`config.mk`:
```
export PLATFORM = sky130hd
export DESIGN_NAME = hevc_config_record_parser_flat
export DESIGN_NICKNAME = d
export VERILOG_FILES = /design/src/sv/hcrp_pkg.sv /design/src/sv/hcrp_if.sv /design/src/sv/hcrp_front.sv /design/src/sv/hcrp_queue.sv /design/src/sv/hcrp_back.sv /design/src/sv/hevc_config_record_parser.sv /design/src/flat_wrapper.sv
export VERILOG_INCLUDE_DIRS = /design/src /design/src/sv
export SDC_FILE = /design/constraint.sdc
export NUM_CORES = 1
export LEC_CHECK = 0
export ABC_AREA = 1
export BUFFER_PORTS_ARGS = -buffer_cell sky130_fd_sc_hd__clkbuf_2
export CORE_MARGIN = 3
export CORE_UTILIZATION = 60
export CTS_BUF_LIST = sky130_fd_sc_hd__clkbuf_4
export CTS_CLUSTER_SIZE = 25
export DETAILED_ROUTE_END_ITERATION = 6
export GPL_TIMING_DRIVEN = 1
export PLACE_DENSITY = 0.77
export SYNTH_ARGS = -nofsm -noshare
export SYNTH_HDL_FRONTEND = slang
export SYNTH_HIERARCHICAL = 1
export SYNTH_SLANG_ARGS = --single-unit
```
`constraint.sdc`:
```
create_clock -name i_clk -period 40 [get_ports i_clk]
set_input_delay 2 -clock i_clk [delete_from_list [all_inputs] [get_ports i_clk]]
set_output_delay 2 -clock i_clk [all_outputs]
set_load 0.005 [all_outputs]
```
`src/sv/assert_macros.svh`:
```
// assertion macros used by the hvcc parser rtl
// no dependencies; included by files that carry concurrent checks
`ifndef ASSERT_MACROS_SVH
`define ASSERT_MACROS_SVH

// same-cycle implication, checks disabled while reset is held
`define ASSERT_IMPLIES(label, clk, rst_n, ante, cons, msg) \
    label: assert property (@(posedge clk) disable iff (!rst_n) (ante) |-> (cons)) \
        else $error(msg);

// next-cycle implication, checks disabled while reset is held
`define ASSERT_NEXT(label, clk, rst_n, ante, cons, msg) \
    label: assert property (@(posedge clk) disable iff (!rst_n) (ante) |=> (cons)) \
        else $error(msg);

`endif

```
`src/sv/hcrp_pkg.sv`:
```
// shared types and constants for the hvcc configuration record parser
// no dependencies; imported by every module of the block
`default_nettype none

package hcrp_pkg;

    localparam int MAX_RESULTS     = 5;
    localparam int RUN_CNT_W       = 3;
    localparam int QUEUE_DEPTH_DEF = 2;

    localparam logic [7:0]  PROF_IDC_MASK    = 8'h1F;
    localparam logic [7:0]  NAL_TYPE_MASK    = 8'h3F;
    localparam logic [7:0]  TWO_BIT_MASK     = 8'h03;
    localparam logic [7:0]  BIT_DEPTH_MASK   = 8'h07;
    localparam logic [15:0] MIN_SEG_MASK     = 16'h0FFF;
    localparam logic [3:0]  BIT_DEPTH_OFFSET = 4'd8;
    localparam logic [3:0]  LEN_SIZE_OFFSET  = 4'd1;

    localparam logic [2:0] NEED_COMPAT = 3'd4;
    localparam logic [2:0] NEED_CONSTR = 3'd6;
    localparam logic [2:0] NEED_SHORT  = 3'd2;

    typedef enum logic [4:0] {
        PH_VER,
        PH_PROF,
        PH_COMPAT,
        PH_CONSTR,
        PH_LEVEL,
        PH_MINSEG,
        PH_PAR,
        PH_CHROMA,
        PH_BDL,
        PH_BDC,
        PH_AFR,
        PH_FLAGS,
        PH_NARR,
        PH_ARRHDR,
        PH_NUNITS,
        PH_NALSIZE,
        PH_NALBYTE,
        PH_TRAIL
    } t_phase;

    typedef enum logic [4:0] {
        FC_VERSION        = 5'd0,
        FC_PROFILE_SPACE  = 5'd1,
        FC_TIER_FLAG      = 5'd2,
        FC_PROFILE_IDC    = 5'd3,
        FC_COMPAT_FLAGS   = 5'd4,
        FC_CONSTR_FLAGS   = 5'd5,
        FC_LEVEL_IDC      = 5'd6,
        FC_MIN_SEG_IDC    = 5'd7,
        FC_PARALLELISM    = 5'd8,
        FC_CHROMA_FORMAT  = 5'd9,
        FC_BIT_DEPTH_LUMA = 5'd10,
        FC_BIT_DEPTH_CHR  = 5'd11,
        FC_AVG_FRAME_RATE = 5'd12,
        FC_CONST_FR_RATE  = 5'd13,
        FC_NUM_TEMP_LAYER = 5'd14,
        FC_TEMP_ID_NESTED = 5'd15,
        FC_LENGTH_SIZE    = 5'd16,
        FC_ARRAY_COUNT    = 5'd17,
        FC_COMPLETENESS   = 5'd18,
        FC_NAL_TYPE       = 5'd19,
        FC_UNIT_COUNT     = 5'd20,
        FC_NAL_SIZE       = 5'd21,
        FC_NAL_BYTE       = 5'd22,
        FC_RECORD_END     = 5'd23
    } t_field_code;

    typedef struct packed {
        logic [4:0]  field_code;
        logic [47:0] field_value;
        logic [7:0]  array_number;
        logic [15:0] unit_number;
    } t_result;

    // all results caused by one accepted byte, in order
    typedef struct packed {
        logic [RUN_CNT_W-1:0]         count;
        t_result [MAX_RESULTS-1:0]    slot;
    } t_run;

    typedef struct packed {
        logic empty;
        logic full;
    } t_queue_status;

    function automatic t_result mk_result(t_field_code code, logic [47:0] value,
                                          logic [7:0] arr, logic [15:0] unit);
        t_result r;
        r.field_code   = code;
        r.field_value  = value;
        r.array_number = arr;
        r.unit_number  = unit;
        return r;
    endfunction

endpackage

`default_nettype wire

```
`src/sv/hcrp_if.sv`:
```
// byte input and result output channels of the hvcc parser
// no dependencies; valid/ready handshake with payload
`default_nettype none

interface hcrp_in_if;
    logic       valid;
    logic       ready;
    logic [7:0] byte_value;
    logic       box_end;

    modport source (output valid, output byte_value, output box_end, input ready);
    modport sink   (input valid, input byte_value, input box_end, output ready);
endinterface

interface hcrp_out_if;
    logic        valid;
    logic        ready;
    logic [4:0]  field_code;
    logic [47:0] field_value;
    logic [7:0]  array_number;
    logic [15:0] unit_number;
    logic        last_of_run;

    modport source (output valid, output field_code, output field_value,
                    output array_number, output unit_number, output last_of_run,
                    input ready);
    modport sink   (input valid, input field_code, input field_value,
                    input array_number, input unit_number, input last_of_run,
                    output ready);
endinterface

`default_nettype wire

```
`src/sv/hcrp_front.sv`:
```
// front end: accepts payload bytes, runs the parse state and builds result runs
// depends on hcrp_pkg and hcrp_in_if
`default_nettype none

module hcrp_front
    import hcrp_pkg::*;
(
    input  wire logic          i_clk,
    input  wire logic          i_rst_n,
    hcrp_in_if.sink            i_in,
    input  wire t_queue_status i_q_stat,
    output logic               o_push,
    output t_run               o_run
);

    t_phase      r_phase, n_phase;
    logic [47:0] r_acc, n_acc;
    logic [2:0]  r_nbytes, n_nbytes;
    logic [7:0]  r_arrays_left, n_arrays_left;
    logic [15:0] r_units_left, n_units_left;
    logic [15:0] r_payload_left, n_payload_left;
    logic [7:0]  r_array_idx, n_array_idx;
    logic [15:0] r_unit_idx, n_unit_idx;

    logic                        accept;
    logic [7:0]                  b;
    logic [47:0]                 acc_shift;
    logic [2:0]                  nbytes_inc;
    logic [2:0]                  need;
    logic                        field_done;
    logic                        is_gather;
    logic [7:0]                  ev_arr;
    logic [15:0]                 ev_unit;
    logic [7:0]                  arrays_dec;
    logic [15:0]                 units_dec;
    logic [15:0]                 payload_dec;
    logic [RUN_CNT_W-1:0]        np;
    t_result [MAX_RESULTS-1:0]   p_slot;
    t_result                     end_res;

    assign accept     = i_in.valid && !i_q_stat.full;
    assign i_in.ready = !i_q_stat.full;

    always_comb begin
        b           = i_in.byte_value;
        acc_shift   = {r_acc[39:0], b};
        nbytes_inc  = r_nbytes + 3'd1;
        arrays_dec  = r_arrays_left - 8'd1;
        units_dec   = r_units_left - 16'd1;
        payload_dec = r_payload_left - 16'd1;
        ev_arr      = (r_phase == PH_NARR) ? 8'd0 : r_array_idx;
        ev_unit     = (r_phase == PH_ARRHDR) ? 16'd0 : r_unit_idx;

        case (r_phase)
            PH_COMPAT: need = NEED_COMPAT;
            PH_CONSTR: need = NEED_CONSTR;
            default:   need = NEED_SHORT;
        endcase
        field_done = (nbytes_inc >= need);
        is_gather  = r_phase inside {PH_COMPAT, PH_CONSTR, PH_MINSEG, PH_AFR,
                                     PH_NUNITS, PH_NALSIZE};

        n_phase        = r_phase;
        n_acc          = r_acc;
        n_nbytes       = r_nbytes;
        n_arrays_left  = r_arrays_left;
        n_units_left   = r_units_left;
        n_payload_left = r_payload_left;
        n_array_idx    = r_array_idx;
        n_unit_idx     = r_unit_idx;
        np             = '0;
        p_slot         = '0;

        if (is_gather) begin
            n_acc    = field_done ? 48'd0 : acc_shift;
            n_nbytes = field_done ? 3'd0 : nbytes_inc;
        end

        case (r_phase)
            PH_VER: begin
                p_slot[0] = mk_result(FC_VERSION, 48'(b), ev_arr, ev_unit);
                np        = 3'd1;
                n_phase   = PH_PROF;
            end
            PH_PROF: begin
                p_slot[0] = mk_result(FC_PROFILE_SPACE, 48'(b[7:6]), ev_arr, ev_unit);
                p_slot[1] = mk_result(FC_TIER_FLAG, 48'(b[5]), ev_arr, ev_unit);
                p_slot[2] = mk_result(FC_PROFILE_IDC, 48'(b & PROF_IDC_MASK),
                                      ev_arr, ev_unit);
                np        = 3'd3;
                n_phase   = PH_COMPAT;
            end
            PH_COMPAT: begin
                if (field_done) begin
                    p_slot[0] = mk_result(FC_COMPAT_FLAGS, acc_shift, ev_arr, ev_unit);
                    np        = 3'd1;
                    n_phase   = PH_CONSTR;
                end
            end
            PH_CONSTR: begin
                if (field_done) begin
                    p_slot[0] = mk_result(FC_CONSTR_FLAGS, acc_shift, ev_arr, ev_unit);
                    np        = 3'd1;
                    n_phase   = PH_LEVEL;
                end
            end
            PH_LEVEL: begin
                p_slot[0] = mk_result(FC_LEVEL_IDC, 48'(b), ev_arr, ev_unit);
                np        = 3'd1;
                n_phase   = PH_MINSEG;
            end
            PH_MINSEG: begin
                if (field_done) begin
                    p_slot[0] = mk_result(FC_MIN_SEG_IDC, acc_shift & 48'(MIN_SEG_MASK),
                                          ev_arr, ev_unit);
                    np        = 3'd1;
                    n_phase   = PH_PAR;
                end
            end
            PH_PAR: begin
                p_slot[0] = mk_result(FC_PARALLELISM, 48'(b & TWO_BIT_MASK),
                                      ev_arr, ev_unit);
                np        = 3'd1;
                n_phase   = PH_CHROMA;
            end
            PH_CHROMA: begin
                p_slot[0] = mk_result(FC_CHROMA_FORMAT, 48'(b & TWO_BIT_MASK),
                                      ev_arr, ev_unit);
                np        = 3'd1;
                n_phase   = PH_BDL;
            end
            PH_BDL: begin
                p_slot[0] = mk_result(FC_BIT_DEPTH_LUMA,
                                      48'(b & BIT_DEPTH_MASK) + 48'(BIT_DEPTH_OFFSET),
                                      ev_arr, ev_unit);
                np        = 3'd1;
                n_phase   = PH_BDC;
            end
            PH_BDC: begin
                p_slot[0] = mk_result(FC_BIT_DEPTH_CHR,
                                      48'(b & BIT_DEPTH_MASK) + 48'(BIT_DEPTH_OFFSET),
                                      ev_arr, ev_unit);
                np        = 3'd1;
                n_phase   = PH_AFR;
            end
            PH_AFR: begin
                if (field_done) begin
                    p_slot[0] = mk_result(FC_AVG_FRAME_RATE, acc_shift, ev_arr, ev_unit);
                    np        = 3'd1;
                    n_phase   = PH_FLAGS;
                end
            end
            PH_FLAGS: begin
                p_slot[0] = mk_result(FC_CONST_FR_RATE, 48'(b[7:6]), ev_arr, ev_unit);
                p_slot[1] = mk_result(FC_NUM_TEMP_LAYER, 48'(b[5:3]), ev_arr, ev_unit);
                p_slot[2] = mk_result(FC_TEMP_ID_NESTED, 48'(b[2]), ev_arr, ev_unit);
                p_slot[3] = mk_result(FC_LENGTH_SIZE,
                                      48'(b & TWO_BIT_MASK) + 48'(LEN_SIZE_OFFSET),
                                      ev_arr, ev_unit);
                np        = 3'd4;
                n_phase   = PH_NARR;
            end
            PH_NARR: begin
                p_slot[0]     = mk_result(FC_ARRAY_COUNT, 48'(b), ev_arr, ev_unit);
                np            = 3'd1;
                n_arrays_left = b;
                n_array_idx   = 8'd0;
                n_phase       = (b != 8'd0) ? PH_ARRHDR : PH_TRAIL;
            end
            PH_ARRHDR: begin
                // completeness sits in the top bit of the header byte
                p_slot[0]  = mk_result(FC_COMPLETENESS, 48'(b[7]), ev_arr, ev_unit);
                p_slot[1]  = mk_result(FC_NAL_TYPE, 48'(b & NAL_TYPE_MASK),
                                       ev_arr, ev_unit);
                np         = 3'd2;
                n_unit_idx = 16'd0;
                n_phase    = PH_NUNITS;
            end
            PH_NUNITS: begin
                if (field_done) begin
                    p_slot[0]    = mk_result(FC_UNIT_COUNT, acc_shift, ev_arr, ev_unit);
                    np           = 3'd1;
                    n_units_left = acc_shift[15:0];
                    if (acc_shift[15:0] != 16'd0) begin
                        n_phase = PH_NALSIZE;
                    end else begin
                        n_array_idx   = r_array_idx + 8'd1;
                        n_arrays_left = arrays_dec;
                        n_phase       = (arrays_dec != 8'd0) ? PH_ARRHDR : PH_TRAIL;
                    end
                end
            end
            PH_NALSIZE: begin
                if (field_done) begin
                    if (acc_shift[15:0] == 16'd0) begin
                        // empty unit: no result, still counts against the unit count
                        n_units_left = units_dec;
                        if (units_dec != 16'd0) begin
                            n_phase = PH_NALSIZE;
                        end else begin
                            n_array_idx   = r_array_idx + 8'd1;
                            n_arrays_left = arrays_dec;
                            n_phase       = (arrays_dec != 8'd0) ? PH_ARRHDR : PH_TRAIL;
                        end
                    end else begin
                        p_slot[0]      = mk_result(FC_NAL_SIZE, acc_shift, ev_arr, ev_unit);
                        np             = 3'd1;
                        n_payload_left = acc_shift[15:0];
                        n_phase        = PH_NALBYTE;
                    end
                end
            end
            PH_NALBYTE: begin
                p_slot[0]      = mk_result(FC_NAL_BYTE, 48'(b), ev_arr, ev_unit);
                np             = 3'd1;
                n_payload_left = payload_dec;
                if (payload_dec == 16'd0) begin
                    n_unit_idx   = r_unit_idx + 16'd1;
                    n_units_left = units_dec;
                    if (units_dec != 16'd0) begin
                        n_phase = PH_NALSIZE;
                    end else begin
                        n_array_idx   = r_array_idx + 8'd1;
                        n_arrays_left = arrays_dec;
                        n_phase       = (arrays_dec != 8'd0) ? PH_ARRHDR : PH_TRAIL;
                    end
                end
            end
            default: begin
                // trailing bytes are dropped
            end
        endcase

        // record end carries the indices left by this byte, then all state clears
        end_res = mk_result(FC_RECORD_END, (n_phase == PH_TRAIL) ? 48'd0 : 48'd1,
                            n_array_idx, n_unit_idx);

        o_run.count = np + RUN_CNT_W'(i_in.box_end);
        for (int k = 0; k < MAX_RESULTS; k++) begin
            if (RUN_CNT_W'(k) < np) begin
                o_run.slot[k] = p_slot[k];
            end else if (RUN_CNT_W'(k) == np && i_in.box_end) begin
                o_run.slot[k] = end_res;
            end else begin
                o_run.slot[k] = '0;
            end
        end

        if (i_in.box_end) begin
            n_phase        = PH_VER;
            n_acc          = '0;
            n_nbytes       = '0;
            n_arrays_left  = '0;
            n_units_left   = '0;
            n_payload_left = '0;
            n_array_idx    = '0;
            n_unit_idx     = '0;
        end
    end

    assign o_push = accept && (o_run.count != '0);

    always_ff @(posedge i_clk) begin
        if (!i_rst_n) begin
            r_phase        <= PH_VER;
            r_acc          <= '0;
            r_nbytes       <= '0;
            r_arrays_left  <= '0;
            r_units_left   <= '0;
            r_payload_left <= '0;
            r_array_idx    <= '0;
            r_unit_idx     <= '0;
        end else if (accept) begin
            r_phase        <= n_phase;
            r_acc          <= n_acc;
            r_nbytes       <= n_nbytes;
            r_arrays_left  <= n_arrays_left;
            r_units_left   <= n_units_left;
            r_payload_left <= n_payload_left;
            r_array_idx    <= n_array_idx;
            r_unit_idx     <= n_unit_idx;
        end
    end

endmodule

`default_nettype wire

```
`src/sv/hcrp_queue.sv`:
```
// short fifo of result runs between front and back ends
// depends on hcrp_pkg
`default_nettype none

module hcrp_queue
    import hcrp_pkg::*;
#(
    parameter int DEPTH = QUEUE_DEPTH_DEF
)
(
    input  wire logic     i_clk,
    input  wire logic     i_rst_n,
    input  wire logic     i_push,
    input  wire t_run     i_run,
    input  wire logic     i_pop,
    output t_run          o_head,
    output t_queue_status o_stat
);

    localparam int PTR_W = (DEPTH > 1) ? $clog2(DEPTH) : 1;
    localparam int CNT_W = $clog2(DEPTH + 1);

    t_run             r_mem [DEPTH];
    logic [PTR_W-1:0] r_wr, n_wr;
    logic [PTR_W-1:0] r_rd, n_rd;
    logic [CNT_W-1:0] r_count, n_count;

    always_comb begin
        n_wr    = r_wr;
        n_rd    = r_rd;
        n_count = r_count;
        if (i_push) begin
            n_wr = (r_wr == PTR_W'(DEPTH - 1)) ? '0 : r_wr + PTR_W'(1);
        end
        if (i_pop) begin
            n_rd = (r_rd == PTR_W'(DEPTH - 1)) ? '0 : r_rd + PTR_W'(1);
        end
        if (i_push && !i_pop) begin
            n_count = r_count + CNT_W'(1);
        end else if (i_pop && !i_push) begin
            n_count = r_count - CNT_W'(1);
        end
    end

    assign o_head       = r_mem[r_rd];
    assign o_stat.empty = (r_count == '0);
    assign o_stat.full  = (r_count == CNT_W'(DEPTH));

    always_ff @(posedge i_clk) begin
        if (!i_rst_n) begin
            r_wr    <= '0;
            r_rd    <= '0;
            r_count <= '0;
        end else begin
            r_wr    <= n_wr;
            r_rd    <= n_rd;
            r_count <= n_count;
        end
    end

    always_ff @(posedge i_clk) begin
        if (i_push) begin
            r_mem[r_wr] <= i_run;
        end
    end

endmodule

`default_nettype wire

```
`src/sv/hcrp_back.sv`:
```
// back end: hands out the results of the head run one per request
// depends on hcrp_pkg and hcrp_out_if
`default_nettype none

module hcrp_back
    import hcrp_pkg::*;
(
    input  wire logic          i_clk,
    input  wire logic          i_rst_n,
    input  wire t_run          i_head,
    input  wire t_queue_status i_q_stat,
    output logic               o_pop,
    hcrp_out_if.source         o_out
);

    logic [RUN_CNT_W-1:0] r_slot;
    t_result              cur;
    logic                 last;
    logic                 take;

    assign cur  = i_head.slot[r_slot];
    assign last = (r_slot == i_head.count - RUN_CNT_W'(1));
    assign take = o_out.valid && o_out.ready;

    assign o_out.valid        = !i_q_stat.empty;
    assign o_out.field_code   = cur.field_code;
    assign o_out.field_value  = cur.field_value;
    assign o_out.array_number = cur.array_number;
    assign o_out.unit_number  = cur.unit_number;
    assign o_out.last_of_run  = last;

    // run leaves the queue with its final result
    assign o_pop = take && last;

    always_ff @(posedge i_clk) begin
        if (!i_rst_n) begin
            r_slot <= '0;
        end else if (take) begin
            r_slot <= last ? '0 : r_slot + RUN_CNT_W'(1);
        end
    end

endmodule

`default_nettype wire

```
`src/sv/hevc_config_record_parser.sv`:
```
// Parses the payload of an hvcC box, one byte per request on i_in, and
// emits decoded header fields, array headers, unit counts, NAL sizes, NAL
// bytes and a record-end status on o_out, one result per cycle while o_out
// is ready. The front end takes a byte every cycle while the run queue has
// room; all parse state is updated in that single cycle, so bytes stream
// back to back. A byte yields zero to five results and the back end sends
// them likewise, so sustained input rate is one byte per cycle as long as
// bytes average at most one result; the header-flag bytes (four results)
// and the profile byte (three) hold the input for the extra output cycles
// once QUEUE_DEPTH runs are queued. After the last byte of a box the parser
// is back at its reset state and the next box may follow at once.
// depends on hcrp_pkg, hcrp_if, hcrp_front, hcrp_queue, hcrp_back
`default_nettype none
`include "assert_macros.svh"

module hevc_config_record_parser
    import hcrp_pkg::*;
#(
    parameter int QUEUE_DEPTH = QUEUE_DEPTH_DEF
)
(
    input  wire logic   i_clk,
    input  wire logic   i_rst_n,
    hcrp_in_if.sink     i_in,
    hcrp_out_if.source  o_out
);

    logic          w_push;
    logic          w_pop;
    t_run          w_run;
    t_run          w_head;
    t_queue_status w_q_stat;

    hcrp_front u_front (
        .i_clk    (i_clk),
        .i_rst_n  (i_rst_n),
        .i_in     (i_in),
        .i_q_stat (w_q_stat),
        .o_push   (w_push),
        .o_run    (w_run)
    );

    hcrp_queue #(
        .DEPTH (QUEUE_DEPTH)
    ) u_queue (
        .i_clk   (i_clk),
        .i_rst_n (i_rst_n),
        .i_push  (w_push),
        .i_run   (w_run),
        .i_pop   (w_pop),
        .o_head  (w_head),
        .o_stat  (w_q_stat)
    );

    hcrp_back u_back (
        .i_clk    (i_clk),
        .i_rst_n  (i_rst_n),
        .i_head   (w_head),
        .i_q_stat (w_q_stat),
        .o_pop    (w_pop),
        .o_out    (o_out)
    );

    `ASSERT_IMPLIES(a_no_push_full, i_clk, i_rst_n, w_push, !w_q_stat.full, "run pushed into full queue")
    `ASSERT_IMPLIES(a_run_count, i_clk, i_rst_n, w_push, (w_run.count != '0) && (w_run.count <= RUN_CNT_W'(MAX_RESULTS)), "run count out of range")
    `ASSERT_IMPLIES(a_box_end_run, i_clk, i_rst_n, i_in.valid && i_in.ready && i_in.box_end, w_push, "box end byte produced no run")
    `ASSERT_IMPLIES(a_end_is_last, i_clk, i_rst_n, o_out.valid && (o_out.field_code == FC_RECORD_END), o_out.last_of_run, "record end not last of run")
    `ASSERT_NEXT(a_push_shows, i_clk, i_rst_n, w_push && w_q_stat.empty, o_out.valid, "pushed run not presented")

endmodule

`default_nettype wire

```
`src/flat_wrapper.sv`:
```
// flat-port wrapper written by rule: the top's interface ports become plain ports
module hevc_config_record_parser_flat import hcrp_pkg::*;
#(
    parameter int QUEUE_DEPTH = QUEUE_DEPTH_DEF
)
  (i_clk, i_rst_n, i_in_valid, i_in_byte_value, i_in_box_end, i_in_ready, o_out_valid, o_out_field_code, o_out_field_value, o_out_array_number, o_out_unit_number, o_out_last_of_run, o_out_ready);
  hcrp_in_if i_in_i ();
  hcrp_out_if o_out_i ();
  input  wire logic i_clk;
  input  wire logic i_rst_n;
  input wire logic [$bits(i_in_i.valid)-1:0] i_in_valid;
  input wire logic [$bits(i_in_i.byte_value)-1:0] i_in_byte_value;
  input wire logic [$bits(i_in_i.box_end)-1:0] i_in_box_end;
  output wire logic [$bits(i_in_i.ready)-1:0] i_in_ready;
  output wire logic [$bits(o_out_i.valid)-1:0] o_out_valid;
  output wire logic [$bits(o_out_i.field_code)-1:0] o_out_field_code;
  output wire logic [$bits(o_out_i.field_value)-1:0] o_out_field_value;
  output wire logic [$bits(o_out_i.array_number)-1:0] o_out_array_number;
  output wire logic [$bits(o_out_i.unit_number)-1:0] o_out_unit_number;
  output wire logic [$bits(o_out_i.last_of_run)-1:0] o_out_last_of_run;
  input wire logic [$bits(o_out_i.ready)-1:0] o_out_ready;
  assign i_in_i.valid = i_in_valid;
  assign i_in_i.byte_value = i_in_byte_value;
  assign i_in_i.box_end = i_in_box_end;
  assign i_in_ready = i_in_i.ready;
  assign o_out_valid = o_out_i.valid;
  assign o_out_field_code = o_out_i.field_code;
  assign o_out_field_value = o_out_i.field_value;
  assign o_out_array_number = o_out_i.array_number;
  assign o_out_unit_number = o_out_i.unit_number;
  assign o_out_last_of_run = o_out_i.last_of_run;
  assign o_out_i.ready = o_out_ready;
  hevc_config_record_parser #(.QUEUE_DEPTH(QUEUE_DEPTH)) u_core (.i_clk(i_clk), .i_rst_n(i_rst_n), .i_in(i_in_i), .o_out(o_out_i));
endmodule
```
==> impl_metrics.toml <==
[grt]
track_usage = 0.251
use_met3 = 0.0573
grt-busiest-layer = "met2"
grt_overflow = 0
grt_pass1_vias = 28400
grt_first_pass_wirelength_um = 152000
grt_max_degree = 180
use_met1 = 0.338
gr-usage-met2 = 0.394
grt_antenna_before_repair = 2

[power]
p_sw_mw = 0.670
seq_power_share = 0.482
leakagePower_nw = 18.4
power_mw = 2.38
combPwrFrac = 0.190
clock_power_share = 0.328
p_sw_frac = 0.281
irDropWorstVdd_v = 0.0000355
powerDensity_nw_per_um2 = 50.7
p_int_mw = 1.71

[setup_path]
critPathRequiredTime_ps = 38000
slowest_delay_ps = 960
crit_type = "flip-flop to primary output"
slowest_stage = "dfxtp_4"
cp.arrival_ps = 5410
end_kind = "primary output"
worstPathMaxFanout = 117
cp-start-kind = "flip-flop"
path_cells = "buf_12 > buf_4 > buf_4 > mux2_4 > nand2_1 > nand3_1 > nand3_1 > o21ai_0 > clkbuf_2"
regToRegSetupSlack_ps = 33270

[synthesis]
synth_top_cells_by_area = "edfxtp_1, mux2_4, nand2_1, dfxtp_1, nand3_1"
synth_ff_type = "edfxtp_1"
syn_area_sq_um = 44000
ys_top_cells_by_count = "edfxtp_1, nand2_1, nand3_1, mux2_4, inv_1"
synthCells = 3904
synth_edf_count = 776
ys_seq_area_frac = 0.584
async_flop_share = 0
synth_cell_types = 55
yosysWarnings = 6
synth_seq_cells = 896
synth_top_area_cell = "edfxtp_1"
synth_top_area_frac = 0.530
synth_most_common_cell = "edfxtp_1"
syn_area_per_cell_sq_um = 11.3

[finish]
drive_above_1_share = 0.219
nets = 4084
multi_input_area_sq_um = 15200
area.growth.synth_to_final_pct = 6.86
finalInstanceArea_sq_um = 47000
fill_cells = 5432
layout.cells.non_filler = 5173
seq_area_sq_um = 25700

[floorplanning]
io_pins = 93
initial_core_util = 0.610
fp.dieH_um = 277
core_area_sq_um = 72100
dieArea_sq_um = 76600
row_count = 98
fp.dieW_um = 277

[flow_run]
drv_cap = 0

[timing]
max_freq_ghz = 0.135
fin_crit_ps = 7410
rsz0062_at_grt = "no"
finalClockSkew_ps = 92.9
drv_slew = 0
setup_viol = 0
holdWs_ps = 470
relSlewSlack = 0.0585
setup-tns-final_ps = 0
worstMarginPinSlew_ps = 1400
period_share = 0.185
final_hold_viol_count = 0

[routing]
drtAntennaViolNets = 0
dr.pass1.iters = 6
drt_iter0_markers = 3220
wl_per_cell_um = 18.9
wl_um = 98000
vias = 29300
vias_per_cell = 5.66
drc = 0

[cts]
clock_path_buffers = 3
htreeDepth = 4
clk_latency_ps = 1070
cts_buffers = 220
cts_resized = 0
clkTransAtPathRegs_ps = 70
root_buffer = "clkbuf_4"
cts.sinks = 896
cts_setup_buffers = 0
hold_buffers = 0
cts_tree = "yes"

[placement]
place.gp.congestion = 0.955
dp_cells = 4781
post_dp_cell_area_sq_um = 44100
dp_hpwl_um = 57300
port_buffers = 92

[worst_hold_path]
hold_class = "flip-flop to flip-flop"

[status]
outcome = "complete, no violations"
## path summary, 6_finish.rpt
check,start,endpoint,depth (start not counted)
setup / recovery,flip-flop,o_out_field_value[39],9
hold / removal,u_core/u_front/r_acc[36],u_core/u_front/r_acc[36],2
setup reg to reg,u_core/u_front/r_phase[1],u_core/u_queue/r_mem[0][354],24
hold reg to reg,u_core/u_front/r_acc[36],u_core/u_front/r_acc[36],2
## worst max-delay path: cells and delay by family (launching register included)
| kind | cells | cell delay (ps) |
|---|---|---|
| and+or+nand+nor | 3 | 330 |
| AOI/OAI and AO/OA | 1 | 110 |
| buffers and inverters | 4 | 2510 |
| DFF | 1 | 960 |
| muxes | 1 | 350 |
## state kept, by name (all words and copies together) (netlist names), 5 cells and up, named ones only
signal	count
u_core/u_front/r_units_left	16
u_core/u_front/r_unit_idx	16
u_core/u_front/r_phase	5
u_core/u_front/r_payload_left	16
u_core/u_front/r_acc	40
u_core/u_front/r_array_idx	8
u_core/u_queue/r_mem	776
u_core/u_front/r_arrays_left	8
## power by group through the flow
stage / Sequential [mW] / Combinational (mW) / Clock [mW]
floorplan: 1.21 / 0.337 / 0
global placement: 1.16 / 0.447 / 0
detailed placement: 1.17 / 0.451 / 0
CTS: 1.15 / 0.453 / 0.799
global route: 1.16 / 0.494 / 0.850
finish: 1.15 / 0.453 / 0.780
## layout by cell type, fill, tap and decap left out, types with 18 or more instances in the layout
cell	Yosys	layout
a21oi_1	144	144
buf_4	194	30
clkbuf_2	3	92
clkbuf_4	0	331
clkinv_1	3	34
conb_1	1	179
dfxtp_1	120	117
edfxtp_1	776	776
ha_1	18	18
inv_1	290	289
inv_2	16	18
mux2_2	87	87
mux2_4	301	301
nand2_1	761	760
nand3_1	361	361
nor2_1	224	221
nor3_1	19	19
o21ai_0	206	206
o22ai_1	48	48
xor2_1	19	19
## through the flow
stage               utilization  setup slack, ps
finish                    0.652            32590
global route              0.652            32170
CTS                       0.652            32310
detailed placement        0.611            32180
global placement          0.611            32350
floorplan                     -            18610
## cell families after synthesis
kind of cell             Yosys count  share of synthesized area
flip-flops                       896                      0.584
AO/OA/AOI/OAI                    472                     0.0586
adder cells (fa/ha/maj)           18                    0.00512
other                              1                  0.0000853
AND/OR/NAND/NOR                 1419                      0.137
multiplexers                     388                      0.125
XOR/XNOR                          24                    0.00478
buffers and inverters            686                     0.0850
## metal layers
metal | share of wire | routed length, um
met2 | 0.48 | 46600
met3 | 0.092 | 9000
met5 | 0 | 0
met1 | 0.40 | 39500
met4 | 0.029 | 2840
## cell type report
cell class	instances	share of cell area
diodes	3	0.000160
clock buffers	331	0.0529
clock inverters	58	0.00948
inverters	310	0.0251
multi-input cells	2500	0.324
flip-flops and latches	896	0.547
well taps	950	0.0253
repair buffers	125	0.0159
Power figures use the tool's default switching activity.
